==> src/rtl/optt_pkg.sv <==
`timescale 1ns / 1ps
// ----------------------------------------------------------------------------
// optt_pkg
// Shared types and codes of the one-shot / periodic timer table.
// ----------------------------------------------------------------------------
package optt_pkg;

    // input item modes
    localparam logic [1:0] MODE_TICK = 2'd0;
    localparam logic [1:0] MODE_ADD  = 2'd1;
    localparam logic [1:0] MODE_STOP = 2'd2;

    // result kinds
    localparam logic [1:0] KIND_ADD  = 2'd0;
    localparam logic [1:0] KIND_STOP = 2'd1;
    localparam logic [1:0] KIND_FIRE = 2'd2;
    localparam logic [1:0] KIND_END  = 2'd3;

    // result status codes
    localparam logic [1:0] STAT_OK        = 2'd0;
    localparam logic [1:0] STAT_FULL      = 2'd1;
    localparam logic [1:0] STAT_NOT_FOUND = 2'd2;

    // one timer entry held by a cell
    typedef struct packed {
        logic [31:0]        id;
        logic [31:0]        first_delay;
        logic [31:0]        repeat_delay;
        logic               periodic;
        logic signed [31:0] action;
        logic [31:0]        count;
        logic [31:0]        last_time;
        logic               done;
    } t_slot;

    // per-cell control
    typedef struct packed {
        logic shift;   // take the neighbor's entry
        logic wr;      // take the broadcast entry instead
    } t_cell_ctl;

    // evaluation of the entry at the head of the chain
    typedef struct packed {
        logic  fire;
        logic  keep;
        logic  match;
        t_slot upd;
    } t_head_res;

    // one result beat
    typedef struct packed {
        logic [1:0]         kind;
        logic [1:0]         status;
        logic [31:0]        timer_id;
        logic [31:0]        fire_count;
        logic signed [31:0] action_out;
        logic [31:0]        fire_ticks;
        logic               last;
    } t_result;

endpackage

==> src/rtl/optt_head.sv <==
`timescale 1ns / 1ps
// ----------------------------------------------------------------------------
// optt_head
// Evaluates the entry leaving the head of the chain: firing test for a tick,
// id match for a stop, and the updated entry to write back at the tail.
// ----------------------------------------------------------------------------
module optt_head (
    input  optt_pkg::t_slot     i_slot,
    input  logic [31:0]         i_now,
    input  logic                i_is_stop,
    input  logic [31:0]         i_stop_id,
    input  logic                i_found,
    output optt_pkg::t_head_res o_res
);
    import optt_pkg::*;

    logic [31:0] w_delay;
    logic [31:0] w_due;
    logic        w_fire;
    logic        w_match;

    // deadline: first delay until the first firing, repeat delay after
    assign w_delay = (i_slot.count != 32'd0) ? i_slot.repeat_delay : i_slot.first_delay;
    assign w_due   = i_slot.last_time + w_delay;
    assign w_fire  = !i_is_stop && !i_slot.done && (i_now > w_due);
    assign w_match = i_is_stop && !i_found && (i_slot.id == i_stop_id);

    always_comb begin
        o_res       = '0;
        o_res.fire  = w_fire;
        o_res.match = w_match;
        o_res.upd   = i_slot;
        if (i_is_stop) begin
            // keep every entry; mark the first match done
            o_res.keep     = 1'b1;
            o_res.upd.done = i_slot.done | w_match;
        end else begin
            // drop done entries and one-shots on their first firing
            o_res.keep = !i_slot.done &&
                         !(w_fire && !i_slot.periodic && (i_slot.count == 32'd0));
            if (w_fire) begin
                o_res.upd.count     = i_slot.count + 32'd1;
                o_res.upd.last_time = i_now;
            end
        end
    end

endmodule

==> config.mk <==
export PLATFORM = sky130hd
export DESIGN_NAME = optt_head
export DESIGN_NICKNAME = d
export VERILOG_FILES = /design/src/rtl/optt_pkg.sv /design/src/rtl/optt_head.sv
export SDC_FILE = /design/constraint.sdc
export NUM_CORES = 1
export LEC_CHECK = 0
export ABC_AREA = 1
export BUFFER_PORTS_ARGS = -buffer_cell sky130_fd_sc_hd__buf_2
export CORE_AREA = 4 4 174 176
export DETAILED_ROUTE_END_ITERATION = 10
export DIE_AREA = 0 0 178 180
export GPL_TIMING_DRIVEN = 0
export PLACE_DENSITY_LB_ADDON = 0.15
export SETUP_SLACK_MARGIN = 0.15
export SYNTH_ARGS = -nofsm -noshare
export SYNTH_HDL_FRONTEND = slang
export SYNTH_SLANG_ARGS = --single-unit
==> constraint.sdc <==
create_clock -name vclk -period 6.05
set_clock_uncertainty 0.15 [all_clocks]
set_input_delay 1.21 -clock vclk [all_inputs]
set_output_delay 1.21 -clock vclk [all_outputs]
set_load 0.05 [all_outputs]
[Word-level counts from Yosys, hierarchy flattened]
Index checks and enable logic that the tools add are counted.
Word-level totals
  memories: 0
  register bits: 0
  bits in read-only memories: 0
  memory bits (writable): 0
  bits in latches: 0
Operators by class
  eq/ne operators: 1
  reduce and logical (&&, ||, !) cells: 14
  mux-type cells: 5
  magnitude comparators: 1
  divide/modulo/power cells: 0
  multiply operators: 0
  shift operators: 0
  add/sub/neg operators: 2
  bitwise operators: 1
Operator list (count)
  $mux W64: 2
  $add A32 B1 Y32 const B: 1
  $add A32 B32 Y32: 1
  $eq A32 B32 Y1: 1
  $gt A32 B32 Y1: 1
  $logic_not A32 Y1: 1
  $mux W32: 1
  $reduce_bool A32 Y1: 1
  $logic_and A1 B1 Y1: 7
  $logic_not A1 Y1: 5
  $mux W1: 2
  $or A1 B1 Y1: 1

[Logic depth before layout (Yosys ltp)]
  depth in word-level cells: 10
  depth in mapped cells: 34
  depth with buffers taken out: 31

[Worst setup path before layout]
No wires, ideal clock.
  path type: input port to output port
  start: input port i_slot[34] (netlist name)
  end: output port o_res[44] (netlist name)
  setup slack: -575 ps
  data arrival time: 5265 ps
  stages on the path: 33
  path buffers: 3
  path through: inv_1 -> ha_1 -> nand2_1 -> nor2_1 -> nand3_1 -> nor2_2 -> inv_1 -> clkbuf_1 -> nor2_1 -> nor2_1 -> ha_1 -> fa_1 -> nand3_1 -> nand2_1 -> nand3_1 -> nand2_1 -> nand3_1 -> nand2_1 -> a21oi_1 -> inv_1 -> nand2_1 -> nand2_1 -> ha_1 -> nand2_1 -> nor2_1 -> nand3b_1 -> nor2_2 -> nand2_1 -> nand2_2 -> buf_6 -> buf_2 -> nand4_1 -> nand2_1
RTL lines
  start: declaration: line optt_head.sv:8  | input optt_pkg::t_slot i_slot,
  end: declaration: line optt_head.sv:13  | output optt_pkg::t_head_res o_res

==> impl_metrics.yaml <==
run_status:
  status: "finished, violations left"
  violations: "negative setup slack"
drt:
  ant_nets: 0
  drc_errors: 0
  drt_iter0_markers: 441
  wl_per_cell_microns: 16.6
  vias: 9829
  drt_first_pass_iters: 5
  drt-total-wl_microns: 35800
  vias_per_cell: 4.55
timing:
  max_freq_ghz: 0.141
  slew_headroom: 0.436
  fin_crit_sh: 1.17
  period_minus_slack_ns: 7.10
  finalSetupViolations: 66
  fin_hold_ws_ns: 2.57
  worst_pin_slew_ns: 0.846
  rsz0062_at_grt: "true"
  drv_slew: 0
  layout_setup_ws_ns: -1.05
  hold_viol_final: 0
pwr:
  p_leak_nw: 6.47
  vdd_drop_max_uv: 66.6
  powerDensity_mw_per_mm2: 126
logic_synthesis:
  synth_cell_type_count: 36
  synth_area_sq_mm: 0.00667
  avgSynthCellArea_sq_um: 5.35
  yosys_warnings: 0
  synthesis.nets: 1573
  yosysSeqAreaShare: 0
  synthCells: 1247
finish:
  multi_input_area_sq_mm: 0.00666
  finalNonFillerCells: 2159
  fillers: 2987
  clockBufferCount: 0
  layout-area-overhead-vs-synth_pct: 91.4
  finalNetCount: 2101
  drive_above_1_share: 0.562
  ff_latch_area_sq_um: 0
  design.seq.count: 0
worst_setup_path:
  cp_max_fo: 5
  crit_required_ns: 4.69
  end_kind: "output port"
  critPathKind: "in2out"
  crit_path_frequent_cell: "buf_4"
  start_kind: "input port"
  slowest_delay_ns: 0.15
  cp.arrival_ns: 5.74
  slowest_stage: "buf_6"
floorplanning:
  core_area_sq_mm: 0.0286
  fp-row-count: 62
  die_x_microns: 178
  pin_count: 457
  die_area_sq_mm: 0.0320
  die_y_microns: 180
  start_util: 0.233
global_route:
  grt_util_all_layers: 0.201
  grt-ovfl-total: 0
  grt_max_degree: 11
  grt_pass1_wl_microns: 52200
  antenna_found_initial: 2
  grt_pass1_vias: 9591
place:
  dpl.hpwl_microns: 29300
  dp.cells: 2056
  io_buffers: 425
  place.gp.congestion: 0.906
hold_path:
  hold_class: "in2out"
flow_run:
  cap_viol_max_count: 0
clocking:
  postCtsHoldBufs: 0
synth_stat cells, types with 2 or more instances:
cell	number	area, sq um
nand3_1	48	240
or2_2	6	37.5
buf_1	3	11.3
nor3_1	23	115
ha_1	65	813
nor2_2	4	25.0
a21oi_1	52	260
nand2_1	367	1380
nand4_1	84	526
buf_4	135	1010
nor2_1	210	788
inv_2	2	7.51
o21ai_0	25	125
buf_2	12	60.1
o2111ai_1	3	26.3
a21o_1	6	45.0
inv_1	106	398
xor2_1	26	228
buf_6	7	78.8
o21a_1	5	37.5
nor4_1	3	18.8
xnor2_1	24	210
nand3b_1	6	45.0
nand2_2	3	18.8
a31oi_1	2	12.5
clkbuf_1	8	30.0
nand3_2	2	20.0
o21bai_1	2	15.0
final cells by class:
| cell class | instances | area share |
|---|---|---|
| Multi-Input combinational cell | 974 | 0.522 |
| Timing Repair Buffer | 526 | 0.297 |
| Tap cell | 384 | 0.0376 |
| Antenna cell | 2 | 0.000392 |
| Buffer | 165 | 0.108 |
| Inverter | 108 | 0.0355 |
power breakdown:
| part | switching (mW) | total (mW) | leakage (nW) | internal [mW] |
|---|---|---|---|---|
| combinational | 0.954 | 1.62 | 6.47 | 0.661 |
| sequential | 0 | 0 | 0 | 0 |
| clock | 0 | 0.0000000442 | 0.0000127 | 0.0000000442 |
| total | 0.954 | 1.62 | 6.47 | 0.661 |
metal layers:
metal / share of wire / track usage / up-vias
met2: 0.51 / 0.369 / 329
met3: 0.052 / 0.0120 / 44
met1: 0.43 / 0.266 / 4448
met5: 0.00020 / 0 / -
li1: - / - / 5006
met4: 0.011 / 0.0173 / 2
kinds of logic (layout without fill, tap and decap cells):
group	after synthesis	count (layout)	share of synthesized area
simple gates	761	761	0.490
buf+inv	273	799	0.240
other cells	0	2	0
compound gates	97	97	0.0802
xor+xnor	50	50	0.0656
fa+ha+maj	66	66	0.125
stage by stage:
step,area (sq um),setup TNS (ns),power [mW],worst slack (ns),utilization
final,12800,-62.32,1.62,-1.05,0.446
after global routing,12800,-78.61,1.72,-1.25,0.446
after CTS,11700,-54.97,1.48,-0.870,0.410
after detailed placement,9900,-133.36,1.24,-2.09,0.346
after floorplan,7290,-7.22,0.905,-0.131,-
after global placement,9900,-133.61,1.24,-2.09,0.346
cells in the final DEF, fill, tap and decap left out, drive strengths merged, types with 2 or more instances in the layout:
cell       n
o21a       5
buf      680
o2111ai    3
inv      108
xor2      26
xnor2     24
ha        65
nand3b     6
o21bai     2
nor2     215
nand2    370
o21ai     25
a21o       6
a31oi      2
or2        6
nor3      25
nand4     85
diode      2
nand3     50
nor4       3
a21oi     52
clkbuf    11
path summary, 6_finish.rpt:
path              slack [ns]        end        from  cells past startpoint
setup / recovery       -1.05  o_res[55]  i_slot[55]                     39
hold / removal          2.57  o_res[77]  i_slot[77]                      2
repair_timing:
item,4_1_cts,5_1_grt
pin swaps,35,34
setup buffers,74,16
cloned,4,7
endpoints found under the setup margin,66,66
gates resized for setup,354,187
worst max-delay path: cells and delay by family:
family | cells | cell delay [ns]
buf+inv | 35 | 4.19
simple gates | 4 | 0.30
No activity file was read; power rests on OpenSTA's default activity.
